**config.mk**
```make
export PLATFORM = sky130hd
export DESIGN_NAME = msb_queue
export DESIGN_NICKNAME = d
export VERILOG_FILES = /design/src/assert_macros.svh /design/src/msb_pkg.sv /design/src/msb_queue.sv
export SDC_FILE = /design/constraint.sdc
export NUM_CORES = 1
export LEC_CHECK = 0
export ABC_AREA = 1
export BUFFER_PORTS_ARGS = -buffer_cell sky130_fd_sc_hd__buf_2
export CAP_MARGIN = 20
export CORE_MARGIN = 4
export CORE_UTILIZATION = 35
export CTS_CLUSTER_DIAMETER = 80
export DETAILED_ROUTE_END_ITERATION = 10
export SETUP_SLACK_MARGIN = 0.15
export SYNTH_ARGS = -nofsm -noshare
export SYNTH_HDL_FRONTEND = slang
export SYNTH_SLANG_ARGS = --single-unit
```
**constraint.sdc**
```tcl
create_clock -name clk -period 3.35 [get_ports clk]
set_clock_uncertainty 0.2 [all_clocks]
set_input_delay 0.67 -clock clk [delete_from_list [all_inputs] [get_ports clk]]
set_output_delay 0.67 -clock clk [all_outputs]
set_load 0.01 [all_outputs]
```
**src/assert_macros.svh**
```systemverilog
// Assertion helpers shared by the RTL. Both macros disappear when SYNTH is set.
`ifndef ASSERT_MACROS_SVH
`define ASSERT_MACROS_SVH
`ifndef SYNTH
// Same-cycle implication.
`define ASSERT_IMP(label, clk, rst, ante, cons) \
  label: assert property (@(posedge clk) disable iff (rst) (ante) |-> (cons)) \
    else $error("same-cycle check failed");
// Next-cycle implication.
`define ASSERT_NXT(label, clk, rst, ante, cons) \
  label: assert property (@(posedge clk) disable iff (rst) (ante) |=> (cons)) \
    else $error("next-cycle check failed");
`else
`define ASSERT_IMP(label, clk, rst, ante, cons)
`define ASSERT_NXT(label, clk, rst, ante, cons)
`endif
`endif

```
**src/msb_pkg.sv**
```systemverilog
`default_nettype none

package msb_pkg;

  localparam int DEPTH_DEF      = 64;
  localparam int DATA_WIDTH_DEF = 32;
  localparam int IN_WIDTH       = 32;
  localparam int OUT_WIDTH      = 32;
  localparam int QUEUE_DEPTH    = 4;

  // Tag of one queued element.
  typedef struct packed {
    logic is_last;
    logic keep;
  } ctl_t;

  // Back-end activity, seen by the top-level checks.
  typedef struct packed {
    logic sorting;
    logic emitting;
  } stat_t;

endpackage

`default_nettype wire

```
**src/msb_queue.sv**
```systemverilog
`default_nettype none

module msb_queue import msb_pkg::*; #(
  parameter int DATA_WIDTH = DATA_WIDTH_DEF
) (
  input  logic                  clk,
  input  logic                  rst,
  input  logic                  push,
  input  logic [DATA_WIDTH-1:0] push_data,
  input  ctl_t                  push_ctl,
  output logic                  full,
  input  logic                  pop,
  output logic                  valid,
  output logic [DATA_WIDTH-1:0] pop_data,
  output ctl_t                  pop_ctl
);

  localparam int QAW = $clog2(QUEUE_DEPTH);

  logic [DATA_WIDTH-1:0] data_q [QUEUE_DEPTH];
  ctl_t                  ctl_q  [QUEUE_DEPTH];
  logic [QAW-1:0]        wr_ptr;
  logic [QAW-1:0]        rd_ptr;
  logic [QAW:0]          count;

  assign full     = count == (QAW+1)'(QUEUE_DEPTH);
  assign valid    = count != '0;
  assign pop_data = data_q[rd_ptr];
  assign pop_ctl  = ctl_q[rd_ptr];

  always_ff @(posedge clk) begin
    if (push) begin
      data_q[wr_ptr] <= push_data;
      ctl_q[wr_ptr]  <= push_ctl;
    end
  end

  always_ff @(posedge clk) begin
    if (rst) begin
      wr_ptr <= '0;
      rd_ptr <= '0;
      count  <= '0;
    end else begin
      if (push) begin
        wr_ptr <= wr_ptr + QAW'(1);
      end
      if (pop) begin
        rd_ptr <= rd_ptr + QAW'(1);
      end
      if (push && !pop) begin
        count <= count + (QAW+1)'(1);
      end else if (pop && !push) begin
        count <= count - (QAW+1)'(1);
      end
    end
  end

endmodule

`default_nettype wire

```
==> results of run 1 <==
-- worst max path at each step --
stage / startpoint / endpoint / slack [ps] / cells past startpoint
after floorplan: push / ctl_q[0][0] / 1390 / 2
after global placement: flop / pop_data[22] / 1120 / 4
after detailed placement: flop / pop_data[29] / 1090 / 4
after CTS: flop / pop_data[29] / 650 / 4
after global routing: flop / pop_data[10] / 420 / 4
final: flop / pop_data[22] / 680 / 4
-- layer usage --
layer | wire length (um) | up-vias | global-route usage, %
met2 | 5674 | 76 | 20.74
met5 | 0 | - | 0
li1 | - | 1588 | -
met1 | 5248 | 1625 | 18.03
met4 | 182 | 0 | 4.983
met3 | 602 | 18 | 4.569
-- through the flow --
stage          utilization, %  power [mW]
3_3_place_gp            38.91       2.522
6_report                43.02       4.545
4_1_cts                 43.02       4.589
5_1_grt                 43.02       4.718
2_1_floorplan               -       2.379
3_5_place_dp            38.91       2.535
-- layout make-up --
class	count	area (um^2)	area share (%)
Clock inverter	10	180.2	2.627
Inverter	17	68.82	1.003
Timing Repair Buffer	78	402.9	5.875
Multi-Input combinational cell	205	1195	17.42
Sequential cell	145	4267	62.21
Tap cell	216	270.3	3.941
Clock buffer	22	474.2	6.915
-- kinds of logic after synthesis --
kind of cell / after synthesis
buf+inv: 38
compound gates: 110
simple gates: 88
xor+xnor: 1
flops: 145
fa+ha+maj: 6
-- Yosys cell counts, types with 2 or more instances --
master / instances / area share [%]
clkbuf_2: 2 / 0.18
o22ai_1: 14 / 1.5
o21ai_0: 68 / 6.0
nand2_1: 10 / 0.66
buf_12: 3 / 1.1
edfxtp_1: 136 / 72
buf_6: 2 / 0.40
nor2_2: 20 / 2.2
nor2_1: 55 / 3.6
o21ai_1: 5 / 0.44
inv_1: 15 / 0.99
dfxtp_1: 9 / 3.2
a21oi_1: 3 / 0.26
buf_2: 12 / 1.1
ha_1: 5 / 1.1
buf_4: 2 / 0.26
o22ai_2: 20 / 4.4
-- power by group --
part | leakage, nW | internal [mW] | total [mW] | switching, mW
clock | 0.316 | 1.38 | 2.06 | 0.681
sequential | 1.32 | 2.07 | 2.09 | 0.0240
combinational | 0.811 | 0.135 | 0.395 | 0.260
-- sequential cells by signal (all words and copies together) (netlist names), named ones only --
register	cells
count	3
ctl_q	8
rd_ptr	2
data_q	128
wr_ptr	2
-- worst register-to-register path: cells and delay by family (launching register included) --
family | cells | cell delay [ps]
fa+ha+maj | 1 | 160
buf+inv | 2 | 760
flops | 1 | 330
simple gates | 1 | 60
==> flow_summary_export.csv, run 1 <==
group,metric,value,unit
route,ant_nets,0,
route,first_pass_iters,4,
synth,synthMuxAreaShare,0,%
setup_path,worst-r2r-setup-slack,1450,ps
outcome,outcome,"finished, final reports clean",
synth,ys_seq_area_share,74.87,%
synth,synth_xor_area_share,0.1538,%
clock_network,cts_num_sinks,145,
synth,ys_seq_elements,145,
pwr,peakVddDrop,0.3558,mV
cells_and_area,design_area,6858,um^2
timing,finalHoldViolCount,0,
timing,drv_slew,0,
setup_path,reg2reg_to,"data_q[0][30]",
floorplan,io_pins,74,
synth,synth-compound-area-share,12.61,%
setup_path,path_max_fanout,34,
route,wirelength,11.71,mm
flow_run,maxCapViolations,0,
synth,synthAdderAreaFrac,1.450,%
setup_path,rr_worst_depth,4,
setup_path,crit_family,"buffers and inverters",
floorplan,fp-row-count,46,
synth,syn_nets,432,
setup_path,cp-end-kind,"output port",
clock_network,ctsHoldBuffers,0,
timing,layout_setup_ws,683.4,ps
clock_network,htree_levels,4,
cells_and_area,area_growth,20.41,%
clock_network,insertion_delay,410,ps
cells_and_area,drive_above_1_share,32.70,%
setup_path,arrival,1800,ps
timing,period_needed,2667,ps
synth,synth_cells,388,
route,via_per_inst,4.772,
timing,rsz0062_at_grt,"no",
cells_and_area,nets,508,
hold_path,hold_class,"input port to flop",
timing,max_slew_margin,40.89,%
timing,fin_crit_sh,79.60,%
hold_path,hold_path.startpoint,"rst",
setup_path,cp-start-kind,"flop",
placement,gp_congestion,0.7342,
synth,synthFlopType,"edfxtp_1",
clock_network,numCtsBuffers,17,
synth,synth.avg_cell_area,14.68,um^2
floorplan,fp.dieH,135.6,um
placement,placed_cell_area,6203,um^2
setup_path,crit_chain,"inv_2 -> o21ai_0 -> o22ai_2 -> buf_2",
clock_network,ctsResizeCount,0,
cells_and_area,diodes,0,
global_route,grt_pass1_vias,3469,
pwr,power_density,662.7,nW/um^2
timing,tightestPinTransition,885.4,ps
hold_path,hold-path-cell-count,2,
timing,setup_viol,0,
synth,syn-cell-area,5695,um^2
timing,fin_hold_ws,224.8,ps
placement,portBuffers,73,
global_route,gr-total-overflow,0,
synth,synth.distinct_cells,24,
floorplan,die_w,135.6,um
global_route,grt_usage,13.56,%
setup_path,cpPeakStageDelay,450,ps
synth,synth-edff-count,136,
cells_and_area,final_common_cell,"edfxtp_1",
setup_path,critPathBufInv,2,
setup_path,worstPathRequired,2480,ps
floorplan,initial_core_util,35.72,%
floorplan,core_area,15940,um^2
clock_network,path_clk_slew,50,ps
placement,hpwl,6.733,mm
floorplan,die_area,18380,um^2
cells_and_area,layout_common_cells,"edfxtp_1 (136), buf_2 (73), o21ai_0 (68)",
setup_path,regToRegStartpoint,"wr_ptr[0]",
route,routedWlPerCell,16.89,um
synth,postSynth.asyncResetShare,0,%
setup_path,crit_slowest_cell,"inv_2",
synth,yosys.area_share.simple,6.766,%
hold_path,holdPathEnd,"count[0]",
setup_path,critPathKind,"flop to output port",
global_route,grt_pass1_wl,18.41,mm
route,drt_iter0_drc,196,
pwr,p_leak,2.452,nW
placement,dp.cells,661,
route,num_vias,3307,
clock_network,postCtsSetupBuffers,0,
global_route,grt_max_degree,69,
synth,synth_top_family_by_area,"compound AO/OA/AOI/OAI gates",
cells_and_area,instances_no_fill,693,
route,drc,0,
clock_network,clk_path_buf_depth,2,
clock_network,clockRootBuffer,"clkbuf_16",
global_route,antenna_found_initial,0,
timing,clock.fmax,375.0,MHz
placement,place_ws,1087,ps
cells_and_area,nFillCells,1470,
timing,setup-tns-final,0,ps
synth,yosys_warnings,0,
clock_network,cts_tree,"built",
No activity file was read; power rests on OpenSTA's default activity.
==> run 2: changes to the inputs <==
==> constraint.sdc (replaced) <==
create_clock -name clk -period 2.76 [get_ports clk]
set_clock_uncertainty 0.2 [all_clocks]
set_input_delay 0.552 -clock clk [delete_from_list [all_inputs] [get_ports clk]]
set_output_delay 0.552 -clock clk [all_outputs]
set_load 0.01 [all_outputs]
==> run 2 against run 1 <==
Net effect: global-route usage decreased by 0.26 points; power increased by 15%; critical path depth unchanged; hold slack got worse by 130 ps; core utilization increased by 0.13 points; combinational power increased by 25%; worst setup slack got worse by 410 ps; register-to-register slack got worse by 480 ps; sequential cell count unchanged; clock-buffer cell count decreased by 4.
==> flow_summary_export.csv, run 2 (synthesized netlist as in run 1, its figures left out) <==
group,metric,value,unit
placement,place_ws,561.4,ps
cells_and_area,drive_above_1_share,32.92,%
cells_and_area,final_util,43.15,%
setup_path,cp-end-kind,"output port",
setup_path,cpPeakStageDelay,410,ps
route,routedWlPerCell,16.67,um
pwr,switching_share,23.29,%
timing,setup_viol,0,
hold_path,hold_class,"input port to flop",
cells_and_area,area_growth,20.78,%
cells_and_area,top_register,"data_q",
placement,hpwl,7.131,mm
cells_and_area,largest_reg_flops,128,
timing,setup-tns-final,0,ps
setup_path,critPathBufInv,2,
route,wirelength,11.64,mm
timing,finalHoldViolCount,0,
setup_path,arrival,1730,ps
route,first_pass_iters,4,
floorplan,die_w,135.6,um
cells_and_area,nets,511,
global_route,met3_usage,4.569,%
placement,placed_cell_area,6289,um^2
timing,layout_setup_ws,273.6,ps
clock_network,cts_tree,"built",
pwr,clkPwrFrac,41.9,%
timing,max_slew_margin,64.28,%
pwr,pwr-share-comb,9.4,%
pwr,p_switching,1.218,mW
clock_network,ctsResizeCount,2,
route,drc,0,
global_route,grtUsageMet2,20.82,%
clock_network,numCtsBuffers,17,
clock_network,clockRootBuffer,"clkbuf_16",
placement,gp_congestion,0.6812,
global_route,grt_pass1_wl,18.22,mm
flow_run,maxCapViolations,0,
setup_path,critPathKind,"flop to output port",
clock_network,postCtsSetupBuffers,0,
setup_path,crit_slowest_cell,"dfxtp_2",
clock_network,ctsHoldBuffers,0,
cells_and_area,layout_common_cells,"edfxtp_1 (136), buf_2 (73), o21ai_0 (68)",
cells_and_area,instances_no_fill,698,
cells_and_area,final_common_cell,"edfxtp_1",
clock_network,htree_levels,4,
global_route,gr-total-overflow,0,
setup_path,cp-start-kind,"flop",
floorplan,core_area,15940,um^2
outcome,outcome,"finished, final reports clean",
floorplan,die_area,18380,um^2
global_route,grt_max_degree,69,
timing,period_needed,2486,ps
floorplan,io_pins,74,
timing,clock.fmax,402.2,MHz
timing,rsz0062_at_grt,"no",
setup_path,worstPathRequired,2010,ps
pwr,peakVddDrop,0.4429,mV
cells_and_area,top_regs,"data_q (128), ctl_q (8), count (3)",
setup_path,path_max_fanout,42,
route,drt_iter0_drc,242,
global_route,top_usage_layer,"met2",
floorplan,initial_core_util,35.72,%
global_route,grt_pass1_vias,3356,
pwr,p_leak,2.437,nW
timing,drv_slew,0,
route,num_vias,3332,
global_route,grt_usage,13.30,%
floorplan,fp.dieH,135.6,um
timing,tightestPinTransition,535.1,ps
clock_network,cts_num_sinks,145,
route,via_per_inst,4.774,
placement,dp.cells,664,
placement,portBuffers,73,
clock_network,path_clk_slew,60,ps
global_route,antenna_found_initial,2,
global_route,grt_use_met1,17.13,%
cells_and_area,design_area,6879,um^2
setup_path,crit_chain,"buf_8 -> o21ai_0 -> o22ai_1 -> buf_2",
pwr,power_frac_seq,48.7,%
route,ant_nets,0,
timing,fin_crit_sh,90.09,%
setup_path,crit_family,"buffers and inverters",
floorplan,fp-row-count,46,
pwr,power_density,760.1,nW/um^2
clock_network,clk_path_buf_depth,2,
pwr,internal-power,4.011,mW
clock_network,insertion_delay,410,ps
-- run 2: area by class of cell --
cell class                      count  area, um^2
Antenna cell                        2       5.005
Sequential cell                   145        4269
Timing Repair Buffer               81       495.5
Multi-Input combinational cell    205        1195
Inverter                           17       73.82
Clock buffer                       18       429.2
Fill cell                        1447        9064
Tap cell                          216       270.3
Clock inverter                     14       141.4
-- run 2: path summary, 6_finish.rpt --
path                            depth (start not counted)      start  slack, ps             to
worst max register to register                          5  wr_ptr[0]        970  data_q[0][30]
worst min-delay path                                    2        rst        100       count[0]
worst min register to register                          1  rd_ptr[1]        240           flop
worst max-delay path                                    4       flop        270    pop_data[1]
-- run 2: power groups by stage --
stage	clock network (mW)	registers [mW]	logic [mW]
3_5_place_dp	0	2.59	0.503
3_3_place_gp	0	2.59	0.495
6_report	2.19	2.54	0.492
4_1_cts	2.23	2.54	0.506
2_1_floorplan	0	2.58	0.308
5_1_grt	2.33	2.55	0.549
-- run 2: stage by stage --
stage / hold slack, ps / total power [mW]
after floorplan: 211.5 / 2.888
after global placement: 228.4 / 3.081
after detailed placement: 223.6 / 3.093
after CTS: 81.37 / 5.281
after global routing: 87.79 / 5.433
final: 97.87 / 5.229
-- run 2: routing by layer --
metal | wire length, um | part of all wire (%)
met5 | 7 | 0.060
met4 | 183 | 1.6
met3 | 611 | 5.3
met2 | 5555 | 48
met1 | 5279 | 45
