--- src/assert_macros.svh ---
// Assertion helpers shared by the RTL. Both macros disappear when SYNTH is set.
`ifndef ASSERT_MACROS_SVH
`define ASSERT_MACROS_SVH
`ifndef SYNTH
// Same-cycle implication.
`define ASSERT_IMP(label, clk, rst, ante, cons) \
  label: assert property (@(posedge clk) disable iff (rst) (ante) |-> (cons)) \
    else $error("same-cycle check failed");
// Next-cycle implication.
`define ASSERT_NXT(label, clk, rst, ante, cons) \
  label: assert property (@(posedge clk) disable iff (rst) (ante) |=> (cons)) \
    else $error("next-cycle check failed");
`else
`define ASSERT_IMP(label, clk, rst, ante, cons)
`define ASSERT_NXT(label, clk, rst, ante, cons)
`endif
`endif

--- src/msb_pkg.sv ---
`default_nettype none

package msb_pkg;

  localparam int DEPTH_DEF      = 64;
  localparam int DATA_WIDTH_DEF = 32;
  localparam int IN_WIDTH       = 32;
  localparam int OUT_WIDTH      = 32;
  localparam int QUEUE_DEPTH    = 4;

  // Tag of one queued element.
  typedef struct packed {
    logic is_last;
    logic keep;
  } ctl_t;

  // Back-end activity, seen by the top-level checks.
  typedef struct packed {
    logic sorting;
    logic emitting;
  } stat_t;

endpackage

`default_nettype wire

--- src/msb_if.sv ---
`default_nettype none

interface msb_in_if import msb_pkg::*; ();
  logic                       valid;
  logic                       ready;
  logic signed [IN_WIDTH-1:0] value;
  logic                       is_last;

  modport source (output valid, output value, output is_last, input ready);
  modport sink   (input valid, input value, input is_last, output ready);
endinterface


`default_nettype wire

--- src/msb_front.sv ---
`default_nettype none

module msb_front import msb_pkg::*; #(
  parameter int DEPTH      = DEPTH_DEF,
  parameter int DATA_WIDTH = DATA_WIDTH_DEF
) (
  input  logic                  clk,
  input  logic                  rst,
  msb_in_if.sink                in_ch,
  input  logic                  q_full,
  output logic                  q_push,
  output logic [DATA_WIDTH-1:0] q_data,
  output ctl_t                  q_ctl
);

  localparam int CW = $clog2(DEPTH + 1);

  logic [CW-1:0] cnt;
  logic          accept;
  logic          keep;

  assign in_ch.ready = !q_full;
  assign accept      = in_ch.valid && in_ch.ready;
  assign keep        = cnt < CW'(DEPTH);

  // Drop elements past a full set; a closing element still goes through to start the sort.
  assign q_push        = accept && (keep || in_ch.is_last);
  assign q_ctl.is_last = in_ch.is_last;
  assign q_ctl.keep    = keep;

  generate
    if (DATA_WIDTH > IN_WIDTH) begin : g_wide
      assign q_data = {{(DATA_WIDTH - IN_WIDTH){in_ch.value[IN_WIDTH-1]}}, in_ch.value};
    end else if (DATA_WIDTH == IN_WIDTH) begin : g_same
      assign q_data = in_ch.value;
    end else begin : g_narrow
      assign q_data = in_ch.value[DATA_WIDTH-1:0];
    end
  endgenerate

  always_ff @(posedge clk) begin
    if (rst) begin
      cnt <= '0;
    end else if (accept) begin
      if (in_ch.is_last) begin
        cnt <= '0;
      end else if (keep) begin
        cnt <= cnt + CW'(1);
      end
    end
  end

endmodule

`default_nettype wire

--- src/flat_wrapper.sv ---
// flat-port wrapper written by rule: the top's interface ports become plain ports
module msb_front_flat import msb_pkg::*;
#(
  parameter int DEPTH      = DEPTH_DEF,
  parameter int DATA_WIDTH = DATA_WIDTH_DEF
)
  (clk, rst, q_full, q_push, q_data, q_ctl, in_ch_valid, in_ch_value, in_ch_is_last, in_ch_ready);
  msb_in_if in_ch_i ();
  input  logic clk;
  input  logic rst;
  input  logic q_full;
  output logic q_push;
  output logic [DATA_WIDTH-1:0] q_data;
  output ctl_t q_ctl;
  input wire logic [$bits(in_ch_i.valid)-1:0] in_ch_valid;
  input wire logic [$bits(in_ch_i.value)-1:0] in_ch_value;
  input wire logic [$bits(in_ch_i.is_last)-1:0] in_ch_is_last;
  output wire logic [$bits(in_ch_i.ready)-1:0] in_ch_ready;
  assign in_ch_i.valid = in_ch_valid;
  assign in_ch_i.value = in_ch_value;
  assign in_ch_i.is_last = in_ch_is_last;
  assign in_ch_ready = in_ch_i.ready;
  msb_front #(.DEPTH(DEPTH), .DATA_WIDTH(DATA_WIDTH)) u_core (.clk(clk), .rst(rst), .in_ch(in_ch_i), .q_full(q_full), .q_push(q_push), .q_data(q_data), .q_ctl(q_ctl));
endmodule
--- config.mk ---
export PLATFORM = sky130hd
export DESIGN_NAME = msb_front_flat
export DESIGN_NICKNAME = d
export VERILOG_FILES = /design/src/assert_macros.svh /design/src/msb_pkg.sv /design/src/msb_if.sv /design/src/msb_front.sv /design/src/flat_wrapper.sv
export SDC_FILE = /design/constraint.sdc
export NUM_CORES = 1
export LEC_CHECK = 0
export CAP_MARGIN = 10
export CELL_PAD_IN_SITES_DETAIL_PLACEMENT = 2
export CELL_PAD_IN_SITES_GLOBAL_PLACEMENT = 2
export CORE_MARGIN = 4
export CORE_UTILIZATION = 24
export DETAILED_ROUTE_END_ITERATION = 8
export DONT_BUFFER_PORTS = 1
export GPL_ROUTABILITY_DRIVEN = 0
export PLACE_DENSITY_LB_ADDON = 0.1
export SYNTH_ARGS = -nofsm -noshare
export SYNTH_HDL_FRONTEND = slang
export SYNTH_SLANG_ARGS = --single-unit
--- constraint.sdc ---
create_clock -name clk -period 1.2 [get_ports clk]
set_input_delay 0.06 -clock clk [delete_from_list [all_inputs] [get_ports clk]]
set_output_delay 0.06 -clock clk [all_outputs]
set_load 0.1 [all_outputs]
==> results of run 1 <==
## cells in the mapped netlist, drive strengths merged
master,n,area (um2)
nor2b,2,12.5
nand3,1,5.00
ha,1,12.5
inv,4,15.0
o31ai,2,15.0
mux2i,3,30.0
a21oi,3,15.0
nor4,3,18.8
or4,2,15.0
dfxtp,7,140
nor2,1,3.75
or4b,1,10.0
o21ai,2,10.0
nand2b,2,20.0
buf,35,267
nand2,3,11.3
nand3b,4,30.0
clkbuf,1,3.75
or3b,3,26.3
## metrics by stage
stage | total power (uW) | setup TNS [ns] | cells
final | 545 | -0.0504 | 91
after global routing | 581 | -0.177 | 91
after floorplan | 816 | 0 | 80
after detailed placement | 314 | -0.207 | 82
after CTS | 556 | -0.0444 | 90
after global placement | 311 | 0 | 82
## layer usage
metal  part of all wire, %  global-route usage [%]  vias to the layer above
li1                      -                       -                      196
met1                    37                    9.83                      212
met2                    50                    15.7                       15
met3                    10                    2.98                       12
met4                   3.0                    6.19                        0
met5                     0                       0                        -
## report_power, final
part	switching (uW)	internal, uW
logic	53.9	34.1
registers	1.71	235
clock network	93.7	127
total	149	396
## cells by family after synthesis
kind of cell / after synthesis / synth area share (%)
adders and majority gates: 1 / 1.89
muxes: 3 / 4.55
and+or+nand+nor: 22 / 23.1
AOI/OAI and AO/OA: 7 / 6.06
DFF: 7 / 21.2
buffers and inverters: 40 / 43.2
## timing repair
item,CTS,global route
pin swaps,2,1
hold buffers,2,0
buffers inserted,2,1
endpoints found under the setup margin,5,6
endpoints found under the hold margin,5,0
gates resized for setup,8,7
## path summary, 6_finish.rpt
path / startpoint / to / slack (ns) / cells after the start
max: u_core.cnt[6]$_SDFFE_PP0P_ / u_core.cnt[0]$_SDFFE_PP0P_ / -0.03 / 3
min: rst / u_core.cnt[4]$_SDFFE_PP0P_ / 0.01 / 2
max reg2reg: u_core.cnt[6]$_SDFFE_PP0P_ / u_core.cnt[0]$_SDFFE_PP0P_ / -0.03 / 3
min reg2reg: u_core.cnt[4]$_SDFFE_PP0P_ / u_core.cnt[4]$_SDFFE_PP0P_ / 0.52 / 2
## worst max-delay path, delay by kind of cell (launching register included)
family / cells / cell delay (ns)
AO/OA/AOI/OAI: 1 / 0.16
buffers and inverters: 1 / 0.13
flip-flops: 1 / 0.32
AND/OR/NAND/NOR: 1 / 0.53
## layout make-up
cell class / count / share of cell area, %
tap: 30 / 5.70
inverter: 4 / 2.28
multi-input combinational: 33 / 48.1
clock buffer: 4 / 3.99
sequential: 7 / 21.9
timing repair buffer: 13 / 18.1
==> summary by stage, run 1 <==
Worst setup path
Walking the worst path, the cells encountered are buf_4, or4_4, a21oi_2. The critical path arrival is 1.40 ns. For this run, the slowest stage of the critical path takes 0.53 ns. The largest fanout on the critical path is 3. The slowest stage cell on the critical path is or4_4. The worst setup path is launched from a register.

The worst setup path is captured at a register. The path type of the worst setup path is reg2reg. STA puts the critical path data required time at 1.37 ns.

Timing
Setup repair after global routing could not meet its margin everywhere. The final hold slack is 0.0114 ns. Clock skew on the completed layout was measured at 0.00280 ns. The share of the clock period used by the worst path after layout is 102%. The setup violation total in the final timing report is 3. The final critical-path setup slack is -0.0277 ns. The worst path in the final design needs a cycle of 1.23 ns, including I/O delays and setup. The final max-slew violation count came to 0. The upper clock frequency limit is 0.815 GHz.

The worst-case headroom to the max-slew limit is 78.8%. The actual transition at the worst max-transition pin is 0.317 ns. The number of hold violations in the final report is 0.

Worst hold path
The path type of the worst min-delay path is in2reg.

Layout
The largest registers in the layout are u_core.cnt (7). The flip-flop count of the largest register after layout is 7. Summing all multi-input logic gate instances after layout gives 317 um2. Compared with the post-synthesis result, the final layout area differs by -0.379%. The most common cell after layout, fill and taps aside is buf_4. The final-layout fill cell count is 294. The repair_antennas step left the layout with diodes totalling 0. In the layout the commonest cells are buf_4 (9), nand3b_1 (4), dfxtp_1 (4).

The net count of the finished layout is 100. More flip-flops sit in one register than any other, and that register is u_core.cnt. Summing all non-filler instances in the final layout gives an area of 658 um2. The share of cells above drive strength 1 is 54.1%. The share of the core filled with cells is 25.9%. The sequential cells in the finished layout cover a total of 144 um2.

Die
The row count is 18. The floorplan die area is 3660 um2. The I/O pin count is 73.

The initial utilization of the core area, before any placement, comes to 26.0%. The core area is 2540 um2. The width of the die is 60.5 um.

In this run the vertical extent of the chip is 60.5 um.

Global routing
Entering global routing, the biggest net connects 12 pins. The number of antenna violations at the first check in global routing came to 0. The total routing resource utilization after global routing is 9.29%. The wire length of the first global-routing pass is 2.40 mm. The leftover overflow at the end of global routing is 0.

The via count of the first global-routing pass is 472.

Placement
After detailed placement, the total cell area comes to 523 um2. In this run the tool buffered the top-level ports with 0 buffer cells. Summed over all nets, the half-perimeter wirelength after detailed placement is 1.15 mm. The worst slack at placement is -0.119 ns.

CTS
The clock drives 7 sinks. The later pin in the worst-skew pair is clocked with a latency of 0.25 ns. The CTS clock-pin slew for the worst setup and hold paths is 0.06 ns. TritonCTS built the clock tree. The root cell of the clock tree is clkbuf_4. The longest clock path from root to sink contains 2 buffers. The number of clock buffers inserted by TritonCTS is 3.

CTS built an H-tree with a depth of 1.

Synth
The mean area per synthesized cell is 8.26 um2. The post-synthesis cell area is 661 um2. After technology mapping, the gate count stands at 80. Synthesis produced a netlist with a net count of 118. The post-synthesis sequential area ratio is 21.2%. The number of warning messages in the yosys log is 0.

The synthesized design contains 7 register bits. After synthesis, the netlist uses 21 different library cells.

Routing
For this run, design rule violations remaining after detail routing come to 0. In the routed layout, each cell is associated on average with a via count of 4.78. The via count of the routed design is 435.

The number of detailed-route iterations in the first pass is 2. The number of DRC violations after detailed-routing iteration 0 is 3. The final layout contains routed wiring with a total length of 1.61 mm. After detailed routing, the average wire length per cell comes to 17.7 um. Once detail routing completed, the nets flagged for antenna violations numbered 0.

Power
The peak supply drop is 0.000389 V. In this run the power density over the cells is 829 nW/um2. The standby leakage power is 0.000214 uW.

Outcome
The final reports fail on setup timing. The run finished, with violations left.

Run
The number of violations of the max-capacitance limit is 0.
Power figures use the tool's default switching activity.
==> run 2, diff against run 1 <==
--- a/config.mk
+++ b/config.mk
@@ -5,11 +5,12 @@
 export SDC_FILE = /design/constraint.sdc
 export NUM_CORES = 1
 export LEC_CHECK = 0
+export ABC_AREA = 1
 export CAP_MARGIN = 10
 export CELL_PAD_IN_SITES_DETAIL_PLACEMENT = 2
 export CELL_PAD_IN_SITES_GLOBAL_PLACEMENT = 2
 export CORE_MARGIN = 4
-export CORE_UTILIZATION = 24
+export CORE_UTILIZATION = 23
 export DETAILED_ROUTE_END_ITERATION = 8
 export DONT_BUFFER_PORTS = 1
 export GPL_ROUTABILITY_DRIVEN = 0
==> run 2 against run 1 <==
The run now ends clean; power up 0.60%; routed wire length decreased by 23%; count of clock-buffer cells in the layout stayed put; sequential share of layout area rose by 6.1 points; critical path type unchanged.
==> summary by stage, run 2 <==
Synth
The post-synthesis share of cell area spent on and, or, nand and nor gates is 22.7% (-0.37 points). The cell count after synthesis is 90 (+13%). The xor-xnor portion of the synthesized cell area is 0% (unchanged).

After synthesis, the largest family of logic cells by area is buffers and inverters. The mean area per synthesized cell came to 6.91 um2 (-16%). The number of library cell types mapped by synthesis is 14 (-33%). The share of flip-flops with an asynchronous set or reset came to 0% (unchanged).

The multiplexer share of the synthesized area came to 0% (-4.5 points). The adder-cell area share of the yosys netlist is 2.01% (+0.12 points). The post-synth net total is 128 (+8.5%).

The commonest cells after synthesis are buf_4 (34), nand2_1 (12), nor2_1 (11), inv_1 (10), dfxtp_1 (7). In the post-synthesis netlist, the biggest area contributors are buf_4 (41%), dfxtp_1 (23%), nand2_1 (7.2%). The largest total area in the synthesized netlist belongs to buf_4. The number of synthesized flops with an enable pin was 0 (unchanged). The fraction of post-synthesis cell area in the top cell type by area was 41.0% (+2.4 points). The number of warning messages in the yosys log is 0 (unchanged). The most frequent cell after synthesis is buf_4. The post-synthesis cell area is 622 um2 (-5.9%). In the synthesized netlist the dominant register cell turns out to be dfxtp_1. The complex-gate fraction of the synthesized area is 4.83% (-1.2 points).

The post-synthesis sequential area ratio is 22.5% (+1.3 points). The synthesized flop and latch total was 7 (unchanged).

Timing
The final max-slew violation count is 0 (unchanged). The number of hold violations in the final report is 0 (unchanged). The setup violation total in the final timing report came to 0 (-3). The share of the clock period used by the worst path after layout was 93.4% (-8.9 points). The upper clock frequency limit is 0.893 GHz (+9.6%). The worst setup skew after layout is 0.00314 ns (+0.000338 ns).

The shortest clock period the worst path allows after layout came to 1.12 ns (-0.107 ns). The final sum of negative setup slack came to 0 ns (+0.0504 ns). The actual transition at the worst max-transition pin is 0.292 ns (-0.0251 ns). The worst-case headroom to the max-slew limit was 80.5% (+1.7 points).

CTS
The CTS clock-pin slew for the worst setup and hold paths was 0.06 ns (about the same). The deepest clock path buffer count is 2 (unchanged). The H-tree depth is 1 (unchanged).

The clock latency on the worst-skew pair came to 0.26 ns (about the same). The root cell of the clock tree is clkbuf_4. The number of clock buffers inserted by TritonCTS is 3 (unchanged). The number of sinks handled by clock tree synthesis was 7 (unchanged). The TritonCTS clock tree is done.

Placement
The number of cells after detailed placement is 89 (+8.5%). The count of input and output buffers came to 0 (unchanged). The HPWL reported at the end of detailed placement is 952 um (-17%).

Power
The sequential power share came to 44.0% (+0.7 points). The standby leakage power was 0.000222 uW (+4.1%). The clock power share is 41.3% (+0.8 points).

The reported net switching power is 156 uW (+4.8%). The power density normalized to cell area came to 1080 nW/um2 (+30%). The combinational power share is 14.7% (-1.4 points). The peak supply drop came to 0.000497 V (+28%). The internal cell power is 392 uW (-0.97%). The switching power as a share of total power is 28.5% (+1.1 points).

Routing
The detailed-route wire length per cell came to 12.8 um (-28%). The via count of the routed design is 412 (-5.3%). The number of nets still failing antenna checks after routing is 0 (unchanged).

The number of detailed-route iterations in the first pass is 4 (+2). The number of DRC violations after detailed-routing iteration 0 is 6 (+3). The detail-routed via count per cell is 4.25 (-11%). The total DRC errors in the routed layout came to 0 (unchanged). The post-detailed-routing wire length came to 1.25 mm (-23%).

Worst setup path
The path type of the worst setup path is reg2reg. The critical path endpoint category is a register. The endpoint required time on the critical path was 1.35 ns (-0.02 ns). The startpoint of the worst setup timing path is u_core.cnt[1]$_SDFFE_PP0P_.

The critical path arrival is 1.27 ns (-0.13 ns). The worst register-to-register path begins at u_core.cnt[1]$_SDFFE_PP0P_. The largest fanout on the critical path is 3 (unchanged). The worst setup path is launched from a register.

Global routing
The total routing resource utilization after global routing was 8.04% (-1.2 points). The number of antenna violations at the first check in global routing is 0 (unchanged). The wire length of the first global-routing pass is 2.03 mm (-16%).

The via count of the first global-routing pass is 456 (-3.4%). The largest net degree at the start of global routing was 10 (-2). The leftover overflow at the end of global routing is 0 (unchanged).

Layout
The number of nets in the layout is 106 (+6.0%). The largest registers in the layout are u_core.cnt (7). Leaving out fill and tap cells, the most frequent cell in the layout is nand2_1. The final-layout fill cell count is 309 (+5.1%).

The share of the core filled with cells is 20.2% (-5.7 points). The top cell types in the final layout, fill and taps aside, are nand2_1 (12), nor2_1 (10), inv_1 (9). Relative to the synthesized area, the layout overhead comes to -18.1%. The count of antenna diodes in the layout came to 0 (unchanged). The flip-flop count of the largest register after layout is 7 (unchanged). The share of cells above drive strength 1 was 26.9% (-27 points).

Ranked by flip-flop count, first place goes to u_core.cnt. The final cell count without fillers is 97 (+6.6%).

Die
The width of the die is 60.0 um (-0.78%). The vertical extent of the die is 60.0 um (-0.78%). The starting density of the core is 24.7% (-1.3 points).

The core area is 2520 um2 (-0.88%). The I/O pin count came to 73 (unchanged). The row count was 18 (unchanged). The floorplan die area was 3600 um2 (-1.5%).

Outcome
The run finished with clean final reports.

Run
The number of violations of the max-capacitance limit is 0 (unchanged).

Worst hold path
The start point of the worst min-delay path is in_ch_is_last. The worst hold path belongs to the class in2reg.
## run 2: final timing paths
path | to | slack, ns | depth (start not counted)
hold / removal | u_core.cnt[1]$_SDFFE_PP0P_ | 0.06 | 3
hold reg to reg | u_core.cnt[5]$_SDFFE_PP0P_ | 0.52 | 4
setup reg to reg | u_core.cnt[4]$_SDFFE_PP0P_ | 0.08 | 7
setup / recovery | u_core.cnt[4]$_SDFFE_PP0P_ | 0.08 | 7
## run 2: critical path: stages, from the launching register on
cell and delay (ns):
dfxtp_2 0.34, ha_1 0.17, nand2_1 0.07, nor2_2 0.12, and2_4 0.16, nand2_1 0.05
nand2_1 0.06, nor2_1 0.04
## run 2: through the flow
step,total power [uW],hold WS (ns),worst slack (ns),instance area [um2]
floorplan,816,0.227,-0.228,628
global route,591,0.0844,-0.0206,509
detailed placement,314,0.121,0.0739,433
global placement,315,0.121,0.121,433
CTS,561,0.0563,0.00429,487
finish,549,0.0578,0.0796,509
## run 2: power by group through the flow
stage	clock, uW	sequential (uW)	combinational, uW
after global placement	0	245	69.7
final	227	241	80.5
after detailed placement	0	245	68.5
after CTS	243	240	78.0
after global routing	261	242	88.0
after floorplan	0	245	572
## run 2: cell families (layout without fill, tap and decap cells)
| family | after synthesis | in the layout |
|---|---|---|
| compound gates | 6 | 6 |
| fa+ha+maj | 1 | 1 |
| buf+inv | 45 | 22 |
| flops | 7 | 7 |
| simple gates | 31 | 31 |
## run 2: repair_timing
action | in CTS | in global routing
hold endpoints to repair | 2 | 0
gates resized for setup | 2 | 4
hold buffers | 2 | 0
pin swaps | 1 | 1
endpoints found under the setup margin | 1 | 2
setup buffers | 0 | 2
## run 2: metal layers
layer | track usage (%) | wire length [um]
met4 | 5.70 | 46
met5 | 0 | 0
met3 | 5.83 | 134
met1 | 8.01 | 497
met2 | 11.6 | 568
## run 2: cell type report
cell class	instances	area (um2)	area share, %
Multi-Input combinational cell	38	191	37.6
Sequential cell	7	143	28.0
Timing Repair Buffer	7	65.1	12.8
Inverter	11	46.3	9.09
Tap cell	30	37.5	7.37
Clock buffer	4	26.3	5.16
==> run 3, diff against run 2 <==
--- a/config.mk
+++ b/config.mk
@@ -7,14 +7,12 @@
 export LEC_CHECK = 0
 export ABC_AREA = 1
 export CAP_MARGIN = 10
-export CELL_PAD_IN_SITES_DETAIL_PLACEMENT = 2
-export CELL_PAD_IN_SITES_GLOBAL_PLACEMENT = 2
-export CORE_MARGIN = 4
-export CORE_UTILIZATION = 23
+export CORE_AREA = 4 4 41 43
+export CTS_CLUSTER_SIZE = 20
 export DETAILED_ROUTE_END_ITERATION = 8
+export DIE_AREA = 0 0 45 47
 export DONT_BUFFER_PORTS = 1
 export GPL_ROUTABILITY_DRIVEN = 0
-export PLACE_DENSITY_LB_ADDON = 0.1
 export SYNTH_ARGS = -nofsm -noshare
 export SYNTH_HDL_FRONTEND = slang
 export SYNTH_SLANG_ARGS = --single-unit
==> run 3 against run 2 <==
Count of clock-buffer cells in the layout unchanged; design area down 10%; final cell count down 19%; sequential share of layout area up 2.6 points; register-to-register slack better by 0.05 ns; power down 5.1%; sequential power about the same; clock skew down 0.00051 ns; clock power down 8%; flip-flop and latch count unchanged; critical endpoint is now q_push.
==> summary by stage, run 3 (synthesis gave the netlist of run 2 again) <==
Outcome
The run finished with clean final reports.

Timing
The final critical-path setup slack was 0.0498 ns (-0.0298 ns). The actual transition at the worst max-transition pin is 0.286 ns (-0.00600 ns). The worst-case headroom to the max-slew limit came to 80.9% (+0.40 points). Setup repair after global routing could not meet its margin everywhere. The share of the clock period used by the worst path after layout is 95.8% (+2.5 points). The final sum of negative setup slack is 0 ns (unchanged). The shortest clock period the worst path allows after layout was 1.15 ns (+0.0298 ns). The final max-slew violation count is 0 (unchanged). The number of hold violations in the final report is 0 (unchanged).

The worst setup skew after layout is 0.00262 ns (-0.000513 ns). The setup violation total in the final timing report is 0 (unchanged). The upper clock frequency limit was 0.869 GHz (-2.6%).

Routing
The detailed-route wire length per cell is 11.0 um (-15%). The post-detailed-routing wire length was 867 um (-30%). The number of DRC violations after detailed-routing iteration 0 is 4 (-2). The total DRC errors in the routed layout is 0 (unchanged). The detail-routed via count per cell is 4.82 (+14%).

The number of nets still failing antenna checks after routing is 0 (unchanged). The via count of the routed design is 381 (-7.5%). The number of detailed-route iterations in the first pass is 5 (+1).

Worst hold path
The worst hold path terminates at u_core.cnt[0]$_SDFFE_PP0P_. The worst hold path depth is 3 (unchanged). The path class of the tightest hold or removal check is in2reg. The start point of the worst min-delay path is rst.

Placement
The count of input and output buffers is 0 (unchanged). The worst slack at placement came to 0.139 ns (+0.0646 ns). The number of cells after detailed placement is 74 (-17%). The HPWL reported at the end of detailed placement came to 674 um (-29%).

Worst setup path
The setup path with the least slack is of type reg2out. The critical path arrival is 1.09 ns (-0.18 ns). The flop-to-flop setup slack is 0.13 ns (+0.05 ns). The startpoint identified for the worst register-to-register timing path is u_core.cnt[1]$_SDFFE_PP0P_. The largest fanout on the critical path is 9 (+6). The startpoint type of the worst setup path is a register. In this run the critical register-to-register path is captured at u_core.cnt[4]$_SDFFE_PP0P_. The endpoint required time on the critical path is 1.14 ns (-0.21 ns).

The critical path endpoint category is an output pin. The depth of the most critical reg-to-reg path is 7 (unchanged).

Layout
The final-layout fill cell count is 152 (-51%). Leaving out fill and tap cells, the most frequent cell in the layout is nand2_1. The footprint of the flip-flops and latches is 140 um2 (-1.8%).

Relative to the synthesized area, the layout overhead comes to -26.4%. In the layout the commonest cells are nand2_1 (12), nor2_1 (11), inv_1 (9). The flip-flop count of the largest register after layout was 7 (unchanged). The final cell count without fillers is 79 (-19%).

In the final layout, the registers with the most flip-flops are u_core.cnt (7). The area of combinational cells with multiple inputs came to 186 um2 (-2.6%). The count of antenna diodes in the layout came to 0 (unchanged).

The number of nets in the layout came to 103 (-2.8%). More flip-flops sit in one register than any other, and that register is u_core.cnt. The share of cells above drive strength 1 was 18.8% (-8.1 points). The share of the core filled with cells is 35.2% (+15 points).

Power
The power density normalized to cell area is 1140 nW/um2 (+5.6%). The peak supply drop is 0.000660 V (+33%). The standby leakage power is 0.000205 uW (-7.9%). The overall power of the completed layout was 521 uW (-5.1%).

CTS
The number of clock buffers inserted by TritonCTS came to 3 (unchanged). The CTS clock-pin slew for the worst setup and hold paths was 0.05 ns (about the same). The deepest clock path buffer count was 2 (unchanged).

The number of sinks handled by clock tree synthesis is 7 (unchanged). Clock tree synthesis selected as its root buffer the cell clkbuf_4. The TritonCTS clock tree is done.

The H-tree depth came to 1 (unchanged). The clock latency on the worst-skew pair was 0.25 ns (about the same).

Global routing
The leftover overflow at the end of global routing is 0 (unchanged). The number of antenna violations at the first check in global routing came to 0 (unchanged). The largest net degree at the start of global routing is 10 (unchanged). The total routing resource utilization after global routing is 9.75% (+1.7 points). The via count of the first global-routing pass is 348 (-24%).

The wire length of the first global-routing pass is 1.46 mm (-28%).

Run
The number of violations of the max-capacitance limit is 0 (unchanged).

Die
The floorplan die area is 2120 um2 (-41%). The I/O pin count is 73 (unchanged). The starting density of the core is 47.8% (+23 points). The row count is 13 (-5).

The core area is 1300 um2 (-48%). The vertical extent of the die was 47 um (-22%). The width of the die is 45 um (-25%).
-- run 3: report_power, final --
group / total [uW] / switching (uW) / leakage (uW) / internal [uW]
logic: 70.8 / 50.1 / 0.000133 / 20.6
clock network: 209 / 82.8 / 0.0000150 / 127
registers: 241 / 3.06 / 0.0000567 / 238
-- run 3: routing by layer --
layer,vias up,global-route usage (%),share of wire [%]
li1,187,-,-
met1,158,10.1,40
met2,24,12.4,40
met3,12,8.81,17
met4,0,7.02,3.9
met5,-,0,0
-- run 3: critical path: stages, from the launching register on --
cell,delay [ns]
dfxtp_1,0.30
inv_2,0.06
nor2_2,0.04
nor2_4,0.20
buf_8,0.24
-- run 3: final cells by class --
class,instances,area share (%)
Multi-Input combinational cell,38,40.7
Sequential cell,7,30.6
Inverter,11,10.1
Timing Repair Buffer,4,8.74
Clock buffer,4,5.74
Tap cell,15,4.10
-- run 3: through the flow --
step | area, um2 | hold WS, ns
after global routing | 458 | 0.0321
after global placement | 414 | 0.121
after CTS | 458 | 0.00281
after detailed placement | 414 | 0.121
after floorplan | 628 | 0.227
final | 458 | 0.00942
-- run 3: what timing repair did --
item,4_1_cts,5_1_grt
endpoints found under the setup margin,1,2
hold buffers,1,0
hold endpoints to repair,1,0
gates resized for setup,2,0
gates cloned,0,0
buffers inserted,0,0
pin swaps,0,1
-- run 3: worst max path at each step --
stage | cells after the start | slack, ns | end | from
after floorplan | 7 | -0.23 | u_core.cnt[3]$_SDFFE_PP0P_ | u_core.cnt[6]$_SDFFE_PP0P_
after global placement | 7 | 0.16 | u_core.cnt[4]$_SDFFE_PP0P_ | u_core.cnt[0]$_SDFFE_PP0P_
after detailed placement | 7 | 0.14 | u_core.cnt[4]$_SDFFE_PP0P_ | u_core.cnt[0]$_SDFFE_PP0P_
after CTS | 4 | 0.01 | q_push | u_core.cnt[6]$_SDFFE_PP0P_
after global routing | 7 | -0.009 | u_core.cnt[4]$_SDFFE_PP0P_ | u_core.cnt[1]$_SDFFE_PP0P_
final | 4 | 0.05 | q_push | u_core.cnt[6]$_SDFFE_PP0P_
